--- src/rtl/core/cse_pkg.sv ---
// Shared types, codes and calendar helpers for the set-mode editor.
package cse_pkg;

  // Cursor positions.
  localparam logic [2:0] POS_DAY     = 3'd0;
  localparam logic [2:0] POS_MONTH   = 3'd1;
  localparam logic [2:0] POS_YEAR    = 3'd2;
  localparam logic [2:0] POS_WEEKDAY = 3'd3;
  localparam logic [2:0] POS_HOUR    = 3'd4;
  localparam logic [2:0] POS_MINUTE  = 3'd5;
  localparam logic [2:0] POS_OK      = 3'd6;

  // Navigation codes.
  localparam logic [1:0] NAV_NONE   = 2'd0;
  localparam logic [1:0] NAV_LEFT   = 2'd1;
  localparam logic [1:0] NAV_RIGHT  = 2'd2;
  localparam logic [1:0] NAV_CENTER = 2'd3;

  // Value-change codes.
  localparam logic [1:0] CHG_NONE   = 2'd0;
  localparam logic [1:0] CHG_UP     = 2'd1;
  localparam logic [1:0] CHG_DOWN   = 2'd2;
  localparam logic [1:0] CHG_CENTER = 2'd3;

  localparam logic [11:0] YEAR_MIN   = 12'd2000;
  localparam logic [11:0] YEAR_MAX   = 12'd2100;
  localparam logic [11:0] YEAR_RESET = 12'd2025;

  localparam logic [3:0] MONTH_LAST   = 4'd12;
  localparam logic [2:0] WEEKDAY_LAST = 3'd6;
  localparam logic [4:0] HOUR_LAST    = 5'd23;
  localparam logic [5:0] MINUTE_LAST  = 6'd59;

  typedef struct packed {
    logic [1:0] nav_code;
    logic [1:0] change_code;
    logic       exit_button;
  } cse_cmd_t;

  typedef struct packed {
    logic [4:0]  day;
    logic [3:0]  month;
    logic [11:0] year;
    logic [2:0]  weekday;
    logic [4:0]  hour;
    logic [5:0]  minute;
    logic [2:0]  cursor;
    logic        done;
  } cse_state_t;

  // The year never leaves 2000..2100, so within that span the only
  // century year that is not a leap year is 2100.
  function automatic logic is_leap(input logic [11:0] year);
    return (year[1:0] == 2'd0) && (year != YEAR_MAX);
  endfunction

  function automatic logic [4:0] month_len(input logic [3:0] month,
                                           input logic [11:0] year);
    logic [4:0] len;
    case (month)
      4'd4, 4'd6, 4'd9, 4'd11: len = 5'd30;
      4'd2:                    len = is_leap(year) ? 5'd29 : 5'd28;
      default:                 len = 5'd31;
    endcase
    return len;
  endfunction

endpackage

--- src/rtl/core/cse_in_stage.sv ---
// Input register stage of the set-mode editor.
module cse_in_stage (
  input  logic              clk,
  input  logic              rst,
  input  logic              in_valid,
  output logic              in_stall,
  input  logic [1:0]        nav_code,
  input  logic [1:0]        change_code,
  input  logic              exit_button,
  input  logic              advance,
  output logic              cmd_valid,
  output cse_pkg::cse_cmd_t cmd
);

  logic ready;

  // The stage takes a new request when it is empty or its request moves on.
  assign ready    = !cmd_valid || advance;
  assign in_stall = !ready;

  always_ff @(posedge clk) begin
    if (rst) begin
      cmd_valid <= 1'b0;
    end else if (ready) begin
      cmd_valid <= in_valid;
    end
  end

  always_ff @(posedge clk) begin
    if (ready && in_valid) begin
      cmd.nav_code    <= nav_code;
      cmd.change_code <= change_code;
      cmd.exit_button <= exit_button;
    end
  end

endmodule

--- src/rtl/core/cse_edit.sv ---
// Next-state logic of the set-mode editor: navigation, field edit, commit.
module cse_edit (
  input  cse_pkg::cse_state_t state,
  input  cse_pkg::cse_cmd_t   cmd,
  output cse_pkg::cse_state_t state_next,
  output logic                commit
);

  logic       up;
  logic       dn;
  logic [2:0] cur;
  logic [4:0] lim;

  assign up = (cmd.change_code == cse_pkg::CHG_UP);
  assign dn = (cmd.change_code == cse_pkg::CHG_DOWN);

  always_comb begin
    state_next = state;
    commit     = 1'b0;
    cur        = state.cursor;
    lim        = 5'd31;

    if (!state.done) begin
      // Navigation first, saturating at both ends.
      if (cmd.nav_code == cse_pkg::NAV_LEFT && state.cursor != cse_pkg::POS_DAY) begin
        cur = state.cursor - 3'd1;
      end else if (cmd.nav_code == cse_pkg::NAV_RIGHT && state.cursor != cse_pkg::POS_OK) begin
        cur = state.cursor + 3'd1;
      end
      state_next.cursor = cur;

      case (cur)
        cse_pkg::POS_DAY: begin
          lim = cse_pkg::month_len(state.month, state.year);
          if (up) begin
            state_next.day = (state.day >= lim) ? 5'd1 : state.day + 5'd1;
          end else if (dn) begin
            state_next.day = (state.day <= 5'd1) ? lim : state.day - 5'd1;
          end
        end
        cse_pkg::POS_MONTH: begin
          if (up) begin
            state_next.month = (state.month >= cse_pkg::MONTH_LAST) ? 4'd1
                                                                    : state.month + 4'd1;
          end else if (dn) begin
            state_next.month = (state.month <= 4'd1) ? cse_pkg::MONTH_LAST
                                                     : state.month - 4'd1;
          end
          lim = cse_pkg::month_len(state_next.month, state.year);
          if ((up || dn) && state.day > lim) begin
            state_next.day = lim;
          end
        end
        cse_pkg::POS_YEAR: begin
          if (up) begin
            state_next.year = (state.year >= cse_pkg::YEAR_MAX) ? cse_pkg::YEAR_MAX
                                                                : state.year + 12'd1;
          end else if (dn) begin
            state_next.year = (state.year <= cse_pkg::YEAR_MIN) ? cse_pkg::YEAR_MIN
                                                                : state.year - 12'd1;
          end
          lim = cse_pkg::month_len(state.month, state_next.year);
          if ((up || dn) && state.day > lim) begin
            state_next.day = lim;
          end
        end
        cse_pkg::POS_WEEKDAY: begin
          if (up) begin
            state_next.weekday = (state.weekday >= cse_pkg::WEEKDAY_LAST) ? 3'd0
                                                                          : state.weekday + 3'd1;
          end else if (dn) begin
            state_next.weekday = (state.weekday == 3'd0) ? cse_pkg::WEEKDAY_LAST
                                                         : state.weekday - 3'd1;
          end
        end
        cse_pkg::POS_HOUR: begin
          if (up) begin
            state_next.hour = (state.hour >= cse_pkg::HOUR_LAST) ? 5'd0 : state.hour + 5'd1;
          end else if (dn) begin
            state_next.hour = (state.hour == 5'd0) ? cse_pkg::HOUR_LAST : state.hour - 5'd1;
          end
        end
        cse_pkg::POS_MINUTE: begin
          if (up) begin
            state_next.minute = (state.minute >= cse_pkg::MINUTE_LAST) ? 6'd0
                                                                       : state.minute + 6'd1;
          end else if (dn) begin
            state_next.minute = (state.minute == 6'd0) ? cse_pkg::MINUTE_LAST
                                                       : state.minute - 6'd1;
          end
        end
        default: begin
          // OK position: a centre press on either control commits.
          commit = (cmd.change_code == cse_pkg::CHG_CENTER) ||
                   (cmd.nav_code == cse_pkg::NAV_CENTER);
        end
      endcase

      if (cmd.exit_button) begin
        commit = 1'b1;
      end
      if (commit) begin
        state_next.done = 1'b1;
      end
    end
  end

endmodule

--- src/rtl/core/calendar_set_mode_editor.sv ---
// Top level of the watch-style date and time set-mode editor.
// The editor takes one request per clock cycle while neither side stalls, and
// returns exactly one result for each request. The request is held in the
// input register while the combinational edit logic works on it, and its
// result then loads the result register, where it waits until it is taken.
// The edit logic updates the held date, time, cursor and finished state.
// Each request first moves the cursor (left and right saturate at day and
// OK), then edits the selected field: day, month, weekday, hour and minute
// wrap, the year saturates between 2000 and 2100, and the day is clamped
// whenever the month or year changes. A centre press on OK, or the exit
// button, raises commit_pulse for that result and sets finished_flag; every
// later request returns the held values unchanged until reset. Stall on the
// result side holds the result register and, once the input register is
// also full, stalls the request side; nothing is lost or repeated.
module calendar_set_mode_editor (
  input  logic        clk,
  input  logic        rst,
  input  logic        in_valid,
  output logic        in_stall,
  input  logic [1:0]  nav_code,
  input  logic [1:0]  change_code,
  input  logic        exit_button,
  output logic        out_valid,
  input  logic        out_stall,
  output logic [4:0]  day_value,
  output logic [3:0]  month_value,
  output logic [11:0] year_value,
  output logic [2:0]  weekday_value,
  output logic [4:0]  hour_value,
  output logic [5:0]  minute_value,
  output logic [2:0]  cursor_pos,
  output logic        commit_pulse,
  output logic        finished_flag
);

  logic                out_ready;
  logic                cmd_valid;
  cse_pkg::cse_cmd_t   cmd;
  cse_pkg::cse_state_t state;
  cse_pkg::cse_state_t state_next;
  logic                commit;

  // The result register can take a new result when it is empty or when
  // its current result is being taken in this cycle.
  assign out_ready = !out_valid || !out_stall;

  cse_in_stage u_in_stage (
    .clk         (clk),
    .rst         (rst),
    .in_valid    (in_valid),
    .in_stall    (in_stall),
    .nav_code    (nav_code),
    .change_code (change_code),
    .exit_button (exit_button),
    .advance     (out_ready),
    .cmd_valid   (cmd_valid),
    .cmd         (cmd)
  );

  cse_edit u_edit (
    .state      (state),
    .cmd        (cmd),
    .state_next (state_next),
    .commit     (commit)
  );

  // The editor state advances only when a request moves into the result
  // register, so results keep the order of requests.
  always_ff @(posedge clk) begin
    if (rst) begin
      state.day     <= 5'd1;
      state.month   <= 4'd1;
      state.year    <= cse_pkg::YEAR_RESET;
      state.weekday <= 3'd0;
      state.hour    <= 5'd0;
      state.minute  <= 6'd0;
      state.cursor  <= cse_pkg::POS_DAY;
      state.done    <= 1'b0;
    end else if (out_ready && cmd_valid) begin
      state <= state_next;
    end
  end

  always_ff @(posedge clk) begin
    if (rst) begin
      out_valid <= 1'b0;
    end else if (out_ready) begin
      out_valid <= cmd_valid;
    end
  end

  // Result payload; it needs no reset as out_valid qualifies it.
  always_ff @(posedge clk) begin
    if (out_ready && cmd_valid) begin
      day_value     <= state_next.day;
      month_value   <= state_next.month;
      year_value    <= state_next.year;
      weekday_value <= state_next.weekday;
      hour_value    <= state_next.hour;
      minute_value  <= state_next.minute;
      cursor_pos    <= state_next.cursor;
      commit_pulse  <= commit;
      finished_flag <= state_next.done;
    end
  end

  // A committed result always reports the editor as finished.
  assert property (@(posedge clk) disable iff (rst)
                   out_valid && commit_pulse |-> finished_flag)
    else $error("commit result without finished flag");

  // Once finished, the whole editor state is frozen until reset.
  assert property (@(posedge clk) disable iff (rst)
                   state.done |=> $stable(state))
    else $error("editor state changed after finishing");

  // The year never leaves its saturating range.
  assert property (@(posedge clk) disable iff (rst)
                   state.year >= cse_pkg::YEAR_MIN && state.year <= cse_pkg::YEAR_MAX)
    else $error("year out of range");

  // The day never exceeds the length of the current month.
  assert property (@(posedge clk) disable iff (rst)
                   state.day >= 5'd1 &&
                   state.day <= cse_pkg::month_len(state.month, state.year))
    else $error("day outside current month");

endmodule

--- config.mk ---
export PLATFORM = sky130hd
export DESIGN_NAME = calendar_set_mode_editor
export DESIGN_NICKNAME = d
export VERILOG_FILES = /design/src/rtl/core/cse_pkg.sv /design/src/rtl/core/cse_in_stage.sv /design/src/rtl/core/cse_edit.sv /design/src/rtl/core/calendar_set_mode_editor.sv
export SDC_FILE = /design/constraint.sdc
export NUM_CORES = 1
export LEC_CHECK = 0
export BUFFER_PORTS_ARGS = -buffer_cell sky130_fd_sc_hd__buf_2
export CAP_MARGIN = 20
export CORE_MARGIN = 3
export CORE_UTILIZATION = 50
export CTS_CLUSTER_DIAMETER = 150
export DETAILED_ROUTE_END_ITERATION = 16
export GPL_TIMING_DRIVEN = 0
export HOLD_SLACK_MARGIN = 0.1
export PLACE_DENSITY = 0.76
export SLEW_MARGIN = 10
export SYNTH_ARGS = -nofsm -noshare
export SYNTH_HDL_FRONTEND = slang
export SYNTH_HIERARCHICAL = 1
export SYNTH_SLANG_ARGS = --single-unit
--- constraint.sdc ---
create_clock -name clk -period 5.1 [get_ports clk]
set_input_delay 0.765 -clock clk [delete_from_list [all_inputs] [get_ports clk]]
set_output_delay 0.765 -clock clk [all_outputs]
set_load 0.02 [all_outputs]
==> impl_metrics.py, run 1 <==
metrics = {
    "synthesis": {
        "ys_seq_area_share_pct": 35.8,
        "synthCells": 684,
        "synth_top_family_by_area": "simple AND/OR/NAND/NOR gates",
        "synth_edf_count": 45,
        "yosysUniqueCellTypes": 81,
        "async_flop_share_pct": 0,
        "synthAdderAreaFrac_pct": 6.18,
        "synth_flop_cell": "edfxtp_1",
        "synth-compound-area-share_pct": 20.0,
        "synth_area_per_cell_um2": 8.88,
        "yosys_warnings": 6,
        "synth_nets": 723,
        "synthXorXnorAreaFrac_pct": 1.01,
        "synth-simple-area-share_pct": 23.4,
        "muxShareOfSynthArea_pct": 7.46,
        "syn_area_um2": 6070,
        "yosys_register_bits": 86,
    },
    "timing": {
        "tns_ps": 0,
        "worstMarginPinSlew_ps": 753,
        "hold_violations": 0,
        "period_share_pct": 91.8,
        "slew_headroom_pct": 48.5,
        "finalSetupViolations": 0,
        "rsz0062_at_grt": "no",
        "fin_worst_skew_ps": 8.29,
        "period_needed_ps": 4680,
        "slew_violations": 0,
        "fin_ws_ps": 419,
        "fmax_mhz": 214,
    },
    "floorplan": {
        "die_height_um": 116,
        "die_area_um2": 13500,
        "core_um2": 11700,
        "die_w_um": 116,
        "rows": 39,
        "io_pins": 51,
        "start_util_pct": 52.1,
    },
    "clock_network": {
        "clockBufferDepth": 2,
        "clock_sink_count": 86,
        "cts-root-buf": "clkbuf_16",
        "clk_pin_slew_ps": 70,
        "clock_latency_ps": 340,
        "cts-resized-gates": 0,
        "cts_setup_buffers": 0,
        "numCtsBuffers": 9,
        "hold_buffers": 0,
        "htreeDepth": 3,
        "cts_tree": "yes",
    },
    "critical_path": {
        "crit_type": "flop to flop",
        "crit_required_ps": 5370,
        "end_kind": "flop",
        "cp_slowest_stage_delay_ps": 530,
        "slowest_stage": "a2111oi_2",
        "cp_num_buf_inv": 3,
        "critPathMaxFanout": 10,
        "cpLargestDelayFamily": "compound AO/OA/AOI/OAI gates",
        "critPathArrivalTime_ps": 4950,
        "cp_cell_sequence": "clkbuf_1, inv_1, ha_1, or3b_1, a21o_1, a221oi_4, o311ai_1, a2111o_1, o31ai_2, inv_1, ha_1, a2111oi_2, mux2i_1, a22oi_1, o41ai_1, nand2b_1, mux2i_1",
        "startpoint_type": "flop",
    },
    "cells_and_area": {
        "drive_gt1_share_pct": 14.0,
        "fin_cells": 893,
        "syn_to_final_growth_pct": 12.1,
        "n_antenna_cell": 0,
        "fin_nets": 784,
    },
    "global_route": {
        "grtUsageTotal_pct": 24.7,
        "grt_pass1_vias": 4989,
        "grt_max_degree": 50,
        "grt.met1_usage_pct": 34.8,
        "grtUsageMet2_pct": 37.7,
        "grt_pass1_wl_um": 26000,
        "antenna_found_initial": 0,
        "grt_overflow": 0,
        "grtUsageMet3_pct": 4.15,
        "gr-max-usage-layer": "met2",
    },
    "routing": {
        "wl_per_cell_um": 18.1,
        "ant_nets": 0,
        "vias": 5464,
        "finalWirelength_um": 16200,
        "firstDrtPassIters": 5,
        "drtIter0Drc": 590,
        "via_per_inst": 6.12,
        "route.detailed.drc": 0,
    },
    "placed_design": {
        "dpl_worst_slack_ps": 183,
        "port-buffer-count": 50,
        "hpwl_um": 11600,
        "dpl.cell_count": 877,
        "place_congestion": 0.914,
    },
    "run": {
        "maxCapViolCount": 0,
    },
    "hold_path": {
        "hp-class": "flop to flop",
    },
    "power_and_ir_drop": {
        "ir_worst_vdd_v": 0.000158,
        "p_leak_nw": 2.48,
        "power.density_nw_per_um2": 251,
    },
    "outcome": {
        "outcome": "complete, no violations",
    },
}
cell usage in the layout (no fill, tap or decap), drive strengths merged, types with 5 or more instances in the layout:
| master | instances |
|---|---|
| buf | 69 |
| a22o | 6 |
| nor3 | 21 |
| a21oi | 37 |
| a21o | 7 |
| edfxtp | 45 |
| nand2b | 66 |
| or2 | 5 |
| or3 | 10 |
| o31ai | 8 |
| nand2 | 48 |
| o22ai | 7 |
| a31oi | 14 |
| ha | 30 |
| xnor2 | 5 |
| nand3 | 15 |
| nor4 | 6 |
| inv | 38 |
| clkbuf | 34 |
| a211oi | 7 |
| and3 | 8 |
| mux2i | 43 |
| nor2b | 7 |
| dfxtp | 41 |
| nor2 | 54 |
| o221ai | 6 |
| o21ai | 37 |
path summary, 6_finish.rpt:
check	startpoint	to	slack [ps]	depth (start not counted)
min reg2reg	state[6]	state[6]	480	2
max	state[18]	state[35]	420	17
min	state[6]	state[6]	480	2
max reg2reg	state[18]	state[35]	420	17
tightest hold or removal path: stages (launching register included):
cell and delay, ps:
dfxtp_1 310, nand2b_1 60, mux2i_1 60
kinds of logic after synthesis:
| family | count (synthesis) |
|---|---|
| AND/OR/NAND/NOR | 264 |
| AO/OA/AOI/OAI | 172 |
| buffers and inverters | 80 |
| flip-flops | 86 |
| XOR/XNOR | 7 |
| adder cells (fa/ha/maj) | 30 |
| multiplexers | 45 |
metal layers:
metal	vias up	routed length, um
li1	2628	-
met1	2584	7540
met2	224	7310
met3	28	1020
met4	0	316
met5	-	0
where the power goes:
| part | total [mW] | leakage [nW] | internal (mW) | switching [mW] |
|---|---|---|---|---|
| Sequential | 0.769 | 0.742 | 0.754 | 0.0153 |
| Clock | 0.662 | 0.142 | 0.381 | 0.281 |
| Combinational | 0.274 | 1.59 | 0.0997 | 0.174 |
| Total | 1.71 | 2.48 | 1.23 | 0.471 |
Yosys cell counts, drive strengths merged, types with 7 or more instances:
cell	n	area, um^2
clkbuf	25	93.8
and3	8	50.1
edfxtp	45	1350
nor2b	7	51.3
inv	36	135
a31oi	14	87.6
nand3	15	75.1
o21ai	37	185
o31ai	8	78.8
or3	10	62.6
o22ai	7	43.8
nand2	48	183
a21o	7	52.6
dfxtp	41	821
ha	30	375
nor2	54	203
mux2i	43	430
a21oi	37	189
a211oi	7	52.6
nand2b	66	413
nor3	21	110
buf	19	148
per-stage QoR:
step / power, mW / instance area (um^2) / util, % / hold WS [ps]
global placement: 1.05 / 6500 / 55.8 / 459
finish: 1.71 / 6810 / 58.4 / 477
global route: 1.77 / 6810 / 58.4 / 489
CTS: 1.71 / 6800 / 58.3 / 476
detailed placement: 1.05 / 6500 / 55.8 / 459
floorplan: 0.976 / 6070 / - / 447
sequential cells by signal, indices dropped and copies added, names as in the netlist:
signal / cells
cursor_pos: 3
out_valid: 1
state: 39
day_value: 5
minute_value: 6
commit_pulse: 1
finished_flag: 1
year_value: 12
weekday_value: 3
u_in_stage/cmd_valid: 1
hour_value: 5
month_value: 4
u_in_stage/cmd: 5
area by class of cell:
class	instances	area, um^2
Fill cell	1033	4860
Multi-Input combinational cell	518	3530
Sequential cell	86	2170
Timing Repair Buffer	50	250
Buffer	44	241
Clock buffer	9	225
Tap cell	143	179
Inverter	36	135
Clock inverter	7	72.6
Power figures use the tool's default switching activity.
==> run 2, diff against run 1 <==
RECOVER_POWER = 25   (was not set)
==> impl_metrics.py, run 2 (synthesis gave the netlist of run 1 again) <==
metrics = {
    "outcome": {
        "outcome": "finished with violations",
        "violations": "capacitance limit, slew limit",
    },
    "critical_path": {
        "crit_start": "state[18]",
        "startpoint_type": "flop",
        "cpLargestDelayFamily": "compound AO/OA/AOI/OAI gates",
        "end_kind": "flop",
        "cp_slowest_stage_delay_ps": 530,
        "crit_required_ps": 5370,
        "critPathArrivalTime_ps": 4920,
        "rr_startpoint": "state[18]",
        "cp_num_buf_inv": 3,
        "critPathMaxFanout": 10,
        "crit_type": "flop to flop",
        "cp_cell_sequence": "clkbuf_1, inv_1, ha_1, or3b_1, a21o_1, a221oi_4, o311ai_1, a2111o_1, o31ai_2, inv_1, ha_1, a2111oi_2, mux2i_1, a22oi_1, o41ai_1, nand2b_1, mux2i_1",
        "slowest_stage": "a2111oi_2",
    },
    "global_route": {
        "grt_pass1_wl_um": 26000,
        "grt_pass1_vias": 4989,
        "grt_overflow": 0,
        "grtUsageTotal_pct": 24.7,
        "antenna_found_initial": 0,
        "grt_max_degree": 50,
    },
    "floorplan": {
        "rows": 39,
        "die_height_um": 116,
        "die_area_um2": 13500,
        "io_pins": 51,
        "start_util_pct": 52.1,
        "die_w_um": 116,
        "core_um2": 11700,
    },
    "clock_network": {
        "clk_pin_slew_ps": 70,
        "htreeDepth": 3,
        "cts-root-buf": "clkbuf_16",
        "numCtsBuffers": 9,
        "hold_buffers": 0,
        "clockBufferDepth": 2,
        "clock_latency_ps": 340,
        "clock_sink_count": 86,
        "cts_tree": "yes",
    },
    "routing": {
        "finalWirelength_um": 16200,
        "route.detailed.drc": 0,
        "vias": 5460,
        "drtIter0Drc": 592,
        "wl_per_cell_um": 18.2,
        "via_per_inst": 6.11,
        "firstDrtPassIters": 7,
        "ant_nets": 0,
    },
    "timing": {
        "slew_violations": 50,
        "slew_headroom_pct": -87.5,
        "tns_ps": 0,
        "worstMarginPinSlew_ps": 2810,
        "rsz0062_at_grt": "no",
        "fmax_mhz": 215,
        "fin_worst_skew_ps": 8.27,
        "period_share_pct": 91.2,
        "hold_violations": 0,
        "finalSetupViolations": 0,
        "period_needed_ps": 4650,
    },
    "cells_and_area": {
        "reg.largest.list": "state x39, year_value x12, minute_value x6",
        "n_antenna_cell": 0,
        "fin_nets": 784,
        "utilization_pct": 57.9,
        "n_fill_cell": 1043,
        "syn_to_final_growth_pct": 11.1,
        "largest_reg_flops": 39,
        "final-seq-area_um2": 2170,
        "drive_gt1_share_pct": 10.9,
        "multi_input_area_um2": 3510,
        "stdcell_area_um2": 6750,
        "regMostFlops": "state",
        "final_common_cell": "nand2b_1",
        "final_cell_mix": "nand2b_1 (66), nor2_1 (54), nand2_1 (47)",
    },
    "power_and_ir_drop": {
        "p_leak_nw": 2.41,
        "p_sw_share_pct": 27.7,
        "power_frac_seq_pct": 45.2,
        "pwr-share-comb_pct": 15.9,
        "totalPowerFinal_mw": 1.70,
        "clkPwrFrac_pct": 38.9,
        "ir_worst_vdd_v": 0.000158,
        "internal_power_mw": 1.23,
        "p_switching_uw": 471,
        "power.density_nw_per_um2": 252,
    },
    "run": {
        "maxCapViolCount": 1,
    },
    "hold_path": {
        "min_from": "state[6]",
        "hp-class": "flop to flop",
    },
    "placed_design": {
        "hpwl_um": 11600,
        "port-buffer-count": 50,
        "place_congestion": 0.914,
        "placed_area_um2": 6500,
    },
}
## run 2: worst min-delay path: cells and delay by family (launching register included)
kind,cells,cell delay (ps)
multiplexers,1,60
flip-flops,1,310
AND/OR/NAND/NOR,1,60
## run 2: final timing paths
kind,endpoint,slack (ps),cells after the start
max,state[35],450,17
min,state[6],480,2
max reg2reg,state[35],450,17
min reg2reg,state[6],480,2
## run 2: final cells by class
class,instances,area share (%)
clock buffers,9,3.34
repair buffers,50,3.36
clock inverters,7,1.08
inverters,36,2.00
multi-input cells,518,52.0
plain buffers,44,3.36
well taps,143,2.65
flip-flops and latches,86,32.2
## run 2: what timing repair did
| action | 4_1_cts | 5_1_grt |
|---|---|---|
| endpoints found under the hold margin | 0 | 0 |
| endpoints found under the setup margin | 0 | 4 |
| gates resized for setup | 0 | 2 |
| buffers inserted | 0 | 0 |
## run 2: per-layer routing
| layer | wire length (um) | track usage, % | vias to the layer above |
|---|---|---|---|
| met5 | 0 | 0 | - |
| met4 | 336 | 10.4 | 0 |
| met3 | 1170 | 4.15 | 36 |
| met2 | 7260 | 37.7 | 224 |
| met1 | 7470 | 34.8 | 2568 |
| li1 | - | - | 2632 |
## run 2: power by group through the flow
stage	combinational (mW)	clock (mW)	sequential [mW]
floorplan	0.177	0	0.800
global placement	0.264	0	0.783
detailed placement	0.268	0	0.784
CTS	0.269	0.670	0.769
global route	0.295	0.704	0.773
finish	0.270	0.663	0.770
## run 2: stage by stage
stage	std cells	hold WS [ps]	setup WS, ps
after floorplan	684	447	951
after global placement	877	459	210
after detailed placement	877	459	183
after CTS	893	476	119
after global routing	893	489	142
final	893	477	450
